[config.mk]
export PLATFORM = sky130hd
export DESIGN_NAME = packed_pattern_event_decoder_core
export DESIGN_NICKNAME = d
export VERILOG_FILES = /design/src/rtl/ppe_pkg.sv /design/src/rtl/ppe_front.sv /design/src/rtl/ppe_fifo.sv /design/src/rtl/ppe_back.sv /design/src/rtl/packed_pattern_event_decoder_core.sv
export SDC_FILE = /design/constraint.sdc
export NUM_CORES = 1
export LEC_CHECK = 0
export ABC_CLOCK_PERIOD_IN_PS = 9200
export BUFFER_PORTS_ARGS = -buffer_cell sky130_fd_sc_hd__buf_2
export CAP_MARGIN = 20
export CORE_MARGIN = 5
export CORE_UTILIZATION = 35
export DETAILED_ROUTE_END_ITERATION = 8
export PLACE_DENSITY_LB_ADDON = 0.05
export SLEW_MARGIN = 30
export SYNTH_ARGS = -nofsm -noshare
export SYNTH_HDL_FRONTEND = slang
export SYNTH_SLANG_ARGS = --single-unit
[constraint.sdc]
create_clock -name i_clk -period 9.2 [get_ports i_clk]
set_input_delay 1.84 -clock i_clk [delete_from_list [all_inputs] [get_ports i_clk]]
set_output_delay 1.84 -clock i_clk [all_outputs]
set_load 0.05 [all_outputs]
[src/rtl/ppe_pkg.sv]
// Shared types, constants and codes of the packed pattern event decoder.
`default_nettype none

package ppe_pkg;

    localparam int CHANNEL_BITS = 5;
    localparam int QUEUE_DEPTH  = 4;
    localparam int CFG_IDX_BITS = 2;

    localparam logic [CFG_IDX_BITS-1:0] CFG_CHANNELS_IN_USE = 2'd0;
    localparam logic [CFG_IDX_BITS-1:0] CFG_TEMPO_CODE      = 2'd1;
    localparam logic [CFG_IDX_BITS-1:0] CFG_KEY_OFF_CODE    = 2'd2;

    localparam logic [5:0] RST_CHANNELS_IN_USE = 6'd32;
    localparam logic [7:0] RST_TEMPO_CODE      = 8'd163;
    localparam logic [7:0] RST_KEY_OFF_CODE    = 8'd129;

    localparam int FLAG_BIT_EFFECT = 7;
    localparam int FLAG_BIT_NOTE   = 6;
    localparam int FLAG_BIT_VOLUME = 5;

    localparam logic [7:0] FX_TEMPO      = 8'h14;
    localparam logic [7:0] FX_LAST_KNOWN = 8'h0f;
    localparam logic [7:0] NOTE_KEY_OFF  = 8'd128;
    localparam logic [7:0] NOTE_OFFSET   = 8'd12;

    typedef enum logic [3:0] {
        PH_IDLE,
        PH_LEN,
        PH_ROWS,
        PH_FLAG,
        PH_FXP,
        PH_FXT,
        PH_INS,
        PH_NOTE,
        PH_VOL
    } t_phase;

    // Raw entry as parsed; byte translation happens in the back end.
    typedef struct packed {
        logic [7:0]              pattern;
        logic [7:0]              row;
        logic [CHANNEL_BITS-1:0] channel;
        logic                    has_effect;
        logic [7:0]              fx_type;
        logic [7:0]              fx_param;
        logic                    has_note;
        logic [7:0]              instrument;
        logic [7:0]              note;
        logic                    has_volume;
        logic [7:0]              vol;
        logic                    done;
    } t_event;

    typedef struct packed {
        logic [7:0]              pattern_number;
        logic [7:0]              row_index;
        logic [CHANNEL_BITS-1:0] channel_index;
        logic                    has_effect;
        logic [7:0]              effect_type;
        logic [7:0]              effect_param;
        logic                    has_note;
        logic [7:0]              instrument;
        logic [7:0]              note_value;
        logic                    has_volume;
        logic [7:0]              volume;
        logic                    pattern_done;
    } t_result;

endpackage

`default_nettype wire

[src/rtl/ppe_front.sv]
// Front end: byte parser that turns the chunk body into raw entry beats.
`default_nettype none

module ppe_front (
    input  wire logic           i_clk,
    input  wire logic           i_rst_n,
    input  wire logic           i_valid,
    input  wire logic [7:0]     i_data_byte,
    input  wire logic           i_chunk_start,
    input  wire logic [5:0]     i_channels_in_use,
    output ppe_pkg::t_event     o_event,
    output logic                o_emit
);
    import ppe_pkg::*;

    t_phase      r_phase;
    t_phase      n_phase;
    logic [1:0]  r_len_cnt;
    logic [7:0]  r_pattern;
    logic [7:0]  r_last_row;
    logic [8:0]  r_row;
    logic [7:0]  r_flag;
    logic [7:0]  r_fx_param;
    logic [7:0]  r_fx_type;
    logic [7:0]  r_instrument;
    logic [7:0]  r_note;

    logic [8:0]  w_row_next;
    logic        w_row_done;
    logic [7:0]  w_flag;
    logic        w_complete;
    logic        w_chan_ok;

    assign w_row_next = r_row + 9'd1;
    assign w_row_done = w_row_next > {1'b0, r_last_row};
    assign w_flag     = (r_phase == PH_FLAG) ? i_data_byte : r_flag;
    assign w_chan_ok  = {1'b0, w_flag[CHANNEL_BITS-1:0]} < i_channels_in_use;

    always_comb begin
        n_phase = r_phase;
        if (i_valid) begin
            if (i_chunk_start) begin
                n_phase = PH_LEN;
            end else begin
                case (r_phase)
                    PH_IDLE: n_phase = PH_IDLE;
                    PH_LEN:  n_phase = (r_len_cnt == 2'd3) ? PH_ROWS : PH_LEN;
                    PH_ROWS: n_phase = PH_FLAG;
                    PH_FLAG: begin
                        if (i_data_byte == 8'd0) begin
                            n_phase = w_row_done ? PH_IDLE : PH_FLAG;
                        end else if (i_data_byte[FLAG_BIT_EFFECT]) begin
                            n_phase = PH_FXP;
                        end else if (i_data_byte[FLAG_BIT_NOTE]) begin
                            n_phase = PH_INS;
                        end else if (i_data_byte[FLAG_BIT_VOLUME]) begin
                            n_phase = PH_VOL;
                        end else begin
                            n_phase = PH_FLAG;
                        end
                    end
                    PH_FXP:  n_phase = PH_FXT;
                    PH_FXT: begin
                        if (r_flag[FLAG_BIT_NOTE]) begin
                            n_phase = PH_INS;
                        end else if (r_flag[FLAG_BIT_VOLUME]) begin
                            n_phase = PH_VOL;
                        end else begin
                            n_phase = PH_FLAG;
                        end
                    end
                    PH_INS:  n_phase = PH_NOTE;
                    PH_NOTE: n_phase = r_flag[FLAG_BIT_VOLUME] ? PH_VOL : PH_FLAG;
                    PH_VOL:  n_phase = PH_FLAG;
                    default: n_phase = PH_IDLE;
                endcase
            end
        end
    end

    always_comb begin
        w_complete         = 1'b0;
        o_emit             = 1'b0;
        o_event.pattern    = r_pattern;
        o_event.row        = r_row[7:0];
        o_event.channel    = w_flag[CHANNEL_BITS-1:0];
        o_event.has_effect = w_flag[FLAG_BIT_EFFECT];
        o_event.fx_type    = (r_phase == PH_FXT) ? i_data_byte : r_fx_type;
        o_event.fx_param   = r_fx_param;
        o_event.has_note   = w_flag[FLAG_BIT_NOTE];
        o_event.instrument = r_instrument;
        o_event.note       = (r_phase == PH_NOTE) ? i_data_byte : r_note;
        o_event.has_volume = (r_phase == PH_VOL);
        o_event.vol        = i_data_byte;
        o_event.done       = 1'b0;
        if (i_valid && !i_chunk_start) begin
            case (r_phase)
                PH_FLAG: begin
                    if (i_data_byte == 8'd0) begin
                        if (w_row_done) begin
                            o_emit             = 1'b1;
                            o_event            = '0;
                            o_event.pattern    = r_pattern;
                            o_event.row        = r_last_row;
                            o_event.done       = 1'b1;
                        end
                    end else begin
                        w_complete = !i_data_byte[FLAG_BIT_EFFECT] &&
                                     !i_data_byte[FLAG_BIT_NOTE] &&
                                     !i_data_byte[FLAG_BIT_VOLUME];
                    end
                end
                PH_FXT:  w_complete = !r_flag[FLAG_BIT_NOTE] && !r_flag[FLAG_BIT_VOLUME];
                PH_NOTE: w_complete = !r_flag[FLAG_BIT_VOLUME];
                PH_VOL:  w_complete = 1'b1;
                default: w_complete = 1'b0;
            endcase
            if (w_complete) begin
                o_emit = w_chan_ok;
            end
        end
    end

    always_ff @(posedge i_clk) begin
        if (!i_rst_n) begin
            r_phase   <= PH_IDLE;
            r_len_cnt <= 2'd0;
        end else begin
            r_phase <= n_phase;
            if (i_valid) begin
                if (i_chunk_start) begin
                    r_len_cnt <= 2'd0;
                end else if (r_phase == PH_LEN) begin
                    r_len_cnt <= r_len_cnt + 2'd1;
                end
            end
        end
    end

    always_ff @(posedge i_clk) begin
        if (i_valid) begin
            if (i_chunk_start) begin
                r_pattern <= i_data_byte;
            end else begin
                case (r_phase)
                    PH_ROWS: begin
                        r_last_row <= i_data_byte;
                        r_row      <= 9'd0;
                    end
                    PH_FLAG: begin
                        if (i_data_byte == 8'd0) begin
                            r_row <= w_row_next;
                        end else begin
                            r_flag <= i_data_byte;
                        end
                    end
                    PH_FXP:  r_fx_param   <= i_data_byte;
                    PH_FXT:  r_fx_type    <= i_data_byte;
                    PH_INS:  r_instrument <= i_data_byte;
                    PH_NOTE: r_note       <= i_data_byte;
                    default: r_note       <= r_note;
                endcase
            end
        end
    end

    a_done_goes_idle: assert property (@(posedge i_clk) disable iff (!i_rst_n)
        (o_emit && o_event.done) |=> (r_phase == PH_IDLE))
        else $error("Closing beat did not return the parser to idle.");

    a_emit_channel_in_use: assert property (@(posedge i_clk) disable iff (!i_rst_n)
        (o_emit && !o_event.done) |-> ({1'b0, o_event.channel} < i_channels_in_use))
        else $error("Entry beat emitted for a channel that is not in use.");

endmodule

`default_nettype wire

[src/rtl/ppe_fifo.sv]
// Short queue of raw entry beats between the parser and the result stage.
`default_nettype none

module ppe_fifo #(
    parameter int DEPTH = ppe_pkg::QUEUE_DEPTH
) (
    input  wire logic           i_clk,
    input  wire logic           i_rst_n,
    input  wire logic           i_push,
    input  ppe_pkg::t_event     i_data,
    output logic                o_full,
    input  wire logic           i_pop,
    output ppe_pkg::t_event     o_data,
    output logic                o_empty
);
    import ppe_pkg::*;

    localparam int PW = (DEPTH > 1) ? $clog2(DEPTH) : 1;
    localparam int CW = $clog2(DEPTH + 1);
    localparam logic [PW-1:0] LAST_PTR  = PW'(DEPTH - 1);
    localparam logic [CW-1:0] DEPTH_CNT = CW'(DEPTH);

    t_event         r_mem [DEPTH];
    logic [PW-1:0]  r_wr_ptr;
    logic [PW-1:0]  r_rd_ptr;
    logic [CW-1:0]  r_count;
    logic           w_wr;
    logic           w_rd;

    assign o_full  = (r_count == DEPTH_CNT);
    assign o_empty = (r_count == '0);
    assign w_wr    = i_push && !o_full;
    assign w_rd    = i_pop && !o_empty;
    assign o_data  = r_mem[r_rd_ptr];

    always_ff @(posedge i_clk) begin
        if (w_wr) begin
            r_mem[r_wr_ptr] <= i_data;
        end
    end

    always_ff @(posedge i_clk) begin
        if (!i_rst_n) begin
            r_wr_ptr <= '0;
            r_rd_ptr <= '0;
            r_count  <= '0;
        end else begin
            if (w_wr) begin
                r_wr_ptr <= (r_wr_ptr == LAST_PTR) ? '0 : r_wr_ptr + PW'(1);
            end
            if (w_rd) begin
                r_rd_ptr <= (r_rd_ptr == LAST_PTR) ? '0 : r_rd_ptr + PW'(1);
            end
            if (w_wr && !w_rd) begin
                r_count <= r_count + CW'(1);
            end else if (w_rd && !w_wr) begin
                r_count <= r_count - CW'(1);
            end
        end
    end

    a_count_bounded: assert property (@(posedge i_clk) disable iff (!i_rst_n)
        r_count <= DEPTH_CNT)
        else $error("Queue occupancy exceeds its depth.");

    a_count_tracks_push: assert property (@(posedge i_clk) disable iff (!i_rst_n)
        (i_push && !o_full && !i_pop) |=> (r_count == $past(r_count) + CW'(1)))
        else $error("Queue occupancy did not follow a lone push.");

endmodule

`default_nettype wire

[src/rtl/ppe_back.sv]
// Back end: translates raw entry beats into result fields and holds the output beat.
`default_nettype none

module ppe_back (
    input  wire logic           i_clk,
    input  wire logic           i_rst_n,
    input  wire logic           i_valid,
    input  ppe_pkg::t_event     i_event,
    output logic                o_take,
    input  wire logic [7:0]     i_tempo_code,
    input  wire logic [7:0]     i_key_off_code,
    output ppe_pkg::t_result    o_result,
    output logic                o_empty,
    input  wire logic           i_pop
);
    import ppe_pkg::*;

    t_result  r_result;
    t_result  n_result;
    logic     r_full;
    logic     w_fx_known;

    assign o_take     = i_valid && (!r_full || i_pop);
    assign o_empty    = !r_full;
    assign o_result   = r_result;
    assign w_fx_known = (i_event.fx_type == FX_TEMPO) || (i_event.fx_type <= FX_LAST_KNOWN);

    always_comb begin
        n_result.pattern_number = i_event.pattern;
        n_result.row_index      = i_event.row;
        n_result.channel_index  = i_event.channel;
        n_result.has_effect     = i_event.has_effect;
        n_result.effect_type    = 8'd0;
        n_result.effect_param   = 8'd0;
        if (i_event.has_effect && w_fx_known) begin
            n_result.effect_type  = (i_event.fx_type == FX_TEMPO) ? i_tempo_code
                                                                  : i_event.fx_type;
            n_result.effect_param = i_event.fx_param;
        end
        n_result.has_note   = i_event.has_note;
        n_result.instrument = i_event.has_note ? i_event.instrument : 8'd0;
        n_result.note_value = 8'd0;
        if (i_event.has_note) begin
            if (i_event.note == NOTE_KEY_OFF) begin
                n_result.note_value = i_key_off_code;
            end else if (i_event.note > NOTE_OFFSET) begin
                n_result.note_value = i_event.note - NOTE_OFFSET;
            end
        end
        n_result.has_volume   = i_event.has_volume;
        n_result.volume       = i_event.has_volume ? (8'd1 + {1'b0, i_event.vol[7:1]})
                                                   : 8'd0;
        n_result.pattern_done = i_event.done;
    end

    always_ff @(posedge i_clk) begin
        if (!i_rst_n) begin
            r_full <= 1'b0;
        end else if (o_take) begin
            r_full <= 1'b1;
        end else if (i_pop) begin
            r_full <= 1'b0;
        end
    end

    always_ff @(posedge i_clk) begin
        if (o_take) begin
            r_result <= n_result;
        end
    end

    a_done_beat_is_bare: assert property (@(posedge i_clk) disable iff (!i_rst_n)
        (r_full && r_result.pattern_done) |->
            (!r_result.has_effect && !r_result.has_note && !r_result.has_volume))
        else $error("Closing beat carries entry fields.");

endmodule

`default_nettype wire

[src/rtl/packed_pattern_event_decoder_core.sv]
// Top level of the packed pattern event decoder: configuration, parser, queue, result stage.
//
// Usage: the chunk body enters one byte per beat on the input queue port
// (i_push / o_full, with i_chunk_start marking the pattern number byte).
// Decoded entries leave on the result queue port (o_empty / i_pop); the
// oldest result is on the o_* fields while o_empty is low.
// A byte is taken every cycle while o_full is low, so the block sustains
// one byte per cycle. The result of an entry passes through the queue and then
// the output register: the parser writes the queue at the edge that accepts its
// last byte, and the entry moves on once the output register is free or being popped.
// Configuration is written through i_cfg_we / i_cfg_idx / i_cfg_data with no
// wait states; index 0 is channels in use, 1 the tempo effect code and 2 the
// key-off note code. The user makes writes while the block is idle; it is not enforced.
// Reset empties the queue and the output register and returns the parser to
// idle; the registers return to 32, 163 and 129.
// When the receiver stops popping, the output register holds its beat, the
// queue fills, and o_full rises once it is full; input bytes are then held off.
`default_nettype none

module packed_pattern_event_decoder_core #(
    parameter int QUEUE_DEPTH = ppe_pkg::QUEUE_DEPTH
) (
    input  wire logic                               i_clk,
    input  wire logic                               i_rst_n,
    input  wire logic                               i_cfg_we,
    input  wire logic [ppe_pkg::CFG_IDX_BITS-1:0]   i_cfg_idx,
    input  wire logic [7:0]                         i_cfg_data,
    input  wire logic                               i_push,
    output logic                                    o_full,
    input  wire logic [7:0]                         i_data_byte,
    input  wire logic                               i_chunk_start,
    output logic                                    o_empty,
    input  wire logic                               i_pop,
    output logic [7:0]                              o_pattern_number,
    output logic [7:0]                              o_row_index,
    output logic [ppe_pkg::CHANNEL_BITS-1:0]        o_channel_index,
    output logic                                    o_has_effect,
    output logic [7:0]                              o_effect_type,
    output logic [7:0]                              o_effect_param,
    output logic                                    o_has_note,
    output logic [7:0]                              o_instrument,
    output logic [7:0]                              o_note_value,
    output logic                                    o_has_volume,
    output logic [7:0]                              o_volume,
    output logic                                    o_pattern_done
);
    import ppe_pkg::*;

    logic [5:0]  r_channels_in_use;
    logic [7:0]  r_tempo_code;
    logic [7:0]  r_key_off_code;

    logic        w_accept;
    logic        w_emit;
    t_event      w_front_event;
    t_event      w_queue_event;
    logic        w_queue_empty;
    logic        w_take;
    t_result     w_result;

    assign w_accept = i_push && !o_full;

    always_ff @(posedge i_clk) begin
        if (!i_rst_n) begin
            r_channels_in_use <= RST_CHANNELS_IN_USE;
            r_tempo_code      <= RST_TEMPO_CODE;
            r_key_off_code    <= RST_KEY_OFF_CODE;
        end else if (i_cfg_we) begin
            case (i_cfg_idx)
                CFG_CHANNELS_IN_USE: r_channels_in_use <= i_cfg_data[5:0];
                CFG_TEMPO_CODE:      r_tempo_code      <= i_cfg_data;
                CFG_KEY_OFF_CODE:    r_key_off_code    <= i_cfg_data;
                default:             r_key_off_code    <= r_key_off_code;
            endcase
        end
    end

    ppe_front u_front (
        .i_clk             (i_clk),
        .i_rst_n           (i_rst_n),
        .i_valid           (w_accept),
        .i_data_byte       (i_data_byte),
        .i_chunk_start     (i_chunk_start),
        .i_channels_in_use (r_channels_in_use),
        .o_event           (w_front_event),
        .o_emit            (w_emit)
    );

    ppe_fifo #(
        .DEPTH (QUEUE_DEPTH)
    ) u_fifo (
        .i_clk   (i_clk),
        .i_rst_n (i_rst_n),
        .i_push  (w_emit),
        .i_data  (w_front_event),
        .o_full  (o_full),
        .i_pop   (w_take),
        .o_data  (w_queue_event),
        .o_empty (w_queue_empty)
    );

    ppe_back u_back (
        .i_clk          (i_clk),
        .i_rst_n        (i_rst_n),
        .i_valid        (!w_queue_empty),
        .i_event        (w_queue_event),
        .o_take         (w_take),
        .i_tempo_code   (r_tempo_code),
        .i_key_off_code (r_key_off_code),
        .o_result       (w_result),
        .o_empty        (o_empty),
        .i_pop          (i_pop)
    );

    assign o_pattern_number = w_result.pattern_number;
    assign o_row_index      = w_result.row_index;
    assign o_channel_index  = w_result.channel_index;
    assign o_has_effect     = w_result.has_effect;
    assign o_effect_type    = w_result.effect_type;
    assign o_effect_param   = w_result.effect_param;
    assign o_has_note       = w_result.has_note;
    assign o_instrument     = w_result.instrument;
    assign o_note_value     = w_result.note_value;
    assign o_has_volume     = w_result.has_volume;
    assign o_volume         = w_result.volume;
    assign o_pattern_done   = w_result.pattern_done;

endmodule

`default_nettype wire
==> flow_summary.json <==
{
  "status": "finished, final reports clean",
  "cts_tree": "yes",
  "synthCells": 946,
  "crit_arrival_ns": 4.81,
  "reg2regPathDepth": 11,
  "tightest_slew_ns": 0.937,
  "grt_pass1_vias": 8882,
  "critical_path.max_fanout": 49,
  "coreArea_mm2": 0.0475,
  "area_delta_synth_final_pct": 15.4,
  "fp.dieW_um": 229,
  "wl_mm": 37.8,
  "postCtsHoldBufs": 0,
  "p_int_mw": 3.75,
  "io_pins": 91,
  "ctsHtreeMaxLevel": 2,
  "nets": 1105,
  "final_cell_mix": "386 x edfxtp_1, 90 x buf_2, 65 x nor2b_1",
  "synthDistinctLibCells": 65,
  "vias": 8385,
  "cp-end-kind": "flop",
  "ys_seq_area_frac": 0.736,
  "dieArea_mm2": 0.0524,
  "worst_slack_ns": 4.58,
  "clock_latency_ns": 0.58,
  "antenna_found_initial": 1,
  "ir_worst_vdd_mv": 0.332,
  "wl_per_cell_um": 22.2,
  "maxCapViolations": 0,
  "fmax_ghz": 0.217,
  "fin_skew_ns": 0.0226,
  "power_frac_comb": 0.249,
  "cellLeakagePower_nw": 6.60,
  "start_util": 0.353,
  "grt_pass1_wl_mm": 57.3,
  "dr.pass1.iters": 5,
  "crit_path_start_kind": "primary input",
  "netlist_area_mm2": 0.0168,
  "period_minus_slack_ns": 4.62,
  "dp.cells": 1623,
  "seq_power_share": 0.436,
  "final_common_cell": "edfxtp_1",
  "diodes": 0,
  "place_congestion": 0.756,
  "grt_max_degree": 68,
  "syn_nets": 994,
  "cts_buffer_depth": 3,
  "switching_share": 0.324,
  "required_ns": 9.39,
  "hold_path_depth": 2,
  "post-dp-hpwl_mm": 23.3,
  "final-hold-violation-count": 0,
  "layout.cells.non_filler": 1706,
  "detail-route-antenna-nets": 0,
  "max_slew_margin": 0.375,
  "synthArstFlopShare": 0,
  "drtIter0Drc": 495,
  "drive_above_1_share": 0.249,
  "viasPerCell": 4.92,
  "switching_power_mw": 1.80,
  "ys_ff_latch": 424,
  "cts.sink_count": 424,
  "cts_root_buf": "clkbuf_16",
  "synthFlopType": "edfxtp_1",
  "grt.total_usage": 0.144,
  "clkPwrFrac": 0.315,
  "route.detailed.drc": 0,
  "place_ws_ns": 3.89,
  "maxSlewViolCount": 0,
  "io_buffers": 90,
  "cts_made_buffers": 47,
  "overflow": 0,
  "syn_avg_cell_area_um2": 17.7,
  "die_h_um": 229,
  "cts_resized": 0,
  "synth_edf_count": 386,
  "p_per_area_mw_per_mm2": 287,
  "setup_violations": 0,
  "min_period_over_period": 0.502,
  "rsz0062_at_grt": "false",
  "ys_warn_count": 0,
  "rows": 80,
  "clk_transition_reported_paths_ns": 0.06,
  "critPathKind": "primary input to flop",
  "worst_hold_path_type": "flop to flop",
  "tns_ns": 0,
  "post-cts-setup-buffers": 0
}
layer usage:
layer / global-route usage / part of all wire
met4: 0.0474 / 0.022
met1: 0.206 / 0.47
met5: 0 / 0
met3: 0.0234 / 0.035
met2: 0.227 / 0.47
logic make-up after synthesis:
group,Yosys count,synth area share
DFF,424,0.736
and+or+nand+nor,233,0.0766
muxes,113,0.116
buffers and inverters,69,0.0186
AOI/OAI and AO/OA,67,0.0259
adders and majority gates,24,0.0183
xor gates and xnor gates,16,0.00835
cells in the mapped netlist (all sizes together), types with 6 or more instances:
library cell | n | area, µm²
mux2i | 25 | 250
buf | 21 | 131
dfxtp | 38 | 761
mux2 | 26 | 293
nand3 | 9 | 50.1
nor2 | 40 | 153
o21ai | 15 | 75.1
inv | 27 | 101
xor2 | 8 | 70.1
nor2b | 65 | 407
and2 | 19 | 121
edfxtp | 386 | 11600
xnor2 | 8 | 70.1
clkbuf | 21 | 78.8
and3 | 6 | 37.5
a22oi | 9 | 67.6
nor3 | 10 | 60.1
mux4 | 62 | 1410
ha | 23 | 288
nand2 | 50 | 188
a21oi | 23 | 119
power by group through the flow:
stage	combinational, mW	sequential (mW)	clock (mW)
after CTS	1.42	2.43	1.82
after floorplan	0.535	2.99	0
final	1.38	2.42	1.75
after global routing	1.47	2.44	1.90
after global placement	1.42	2.46	0
after detailed placement	1.42	2.47	0
state kept, by name (all words and copies together), names as in the netlist, named ones only:
register,cells
u_fifo.r_mem,256
u_back.o_result,65
u_front.r_row,9
r_key_off_code,8
r_tempo_code,8
u_front.r_flag,8
u_front.r_fx_param,8
u_front.r_fx_type,8
u_front.r_instrument,8
u_front.r_last_row,8
u_front.r_note,8
u_front.r_pattern,8
r_channels_in_use,6
u_front.r_phase,4
u_fifo.r_count,3
u_fifo.r_rd_ptr,2
u_fifo.r_wr_ptr,2
u_front.r_len_cnt,2
u_back.r_full,1
critical path: stages:
cell	delay, ns
buf_2	0.28
nand2_1	0.12
nand2_1	0.09
ha_1	0.24
a21oi_1	0.20
nand2_1	0.07
o211ai_1	0.17
nand2_1	0.09
a2bb2oi_2	0.37
and2_2	0.53
buf_4	0.73
area by class of cell:
cell class / instances / area [µm²]
clock inverter: 19 / 148
tap: 615 / 769
sequential: 424 / 12400
multi-input combinational: 453 / 4160
timing repair buffer: 104 / 567
inverter: 27 / 101
clock buffer: 64 / 1270
fill: 4269 / 28200
final timing paths:
| check | from | end | slack [ns] |
|---|---|---|---|
| worst min register to register | r_key_off_code[0]$_SDFFE_PN1P_ | r_key_off_code[0]$_SDFFE_PN1P_ | 0.48 |
| worst max-delay path | i_data_byte[2] | u_fifo.r_mem[3][8]$_DFFE_PP_ | 4.58 |
| worst min-delay path | r_key_off_code[0]$_SDFFE_PN1P_ | r_key_off_code[0]$_SDFFE_PN1P_ | 0.48 |
| worst max register to register | u_front.r_phase[0]$_SDFFE_PN0P_ | u_fifo.r_mem[3][8]$_DFFE_PP_ | 4.74 |
metrics by stage:
stage                     hold slack [ns]   util  instance area [µm²]  total power, mW
after global placement              0.457  0.377                17900             3.89
after detailed placement            0.466  0.378                18000             3.89
after CTS                           0.481  0.407                19400             5.67
after global routing                0.510  0.408                19400             5.81
final                               0.482  0.408                19400             5.55
after floorplan                     0.443      -                16800             3.53
(Power assumes the default switching activity.)
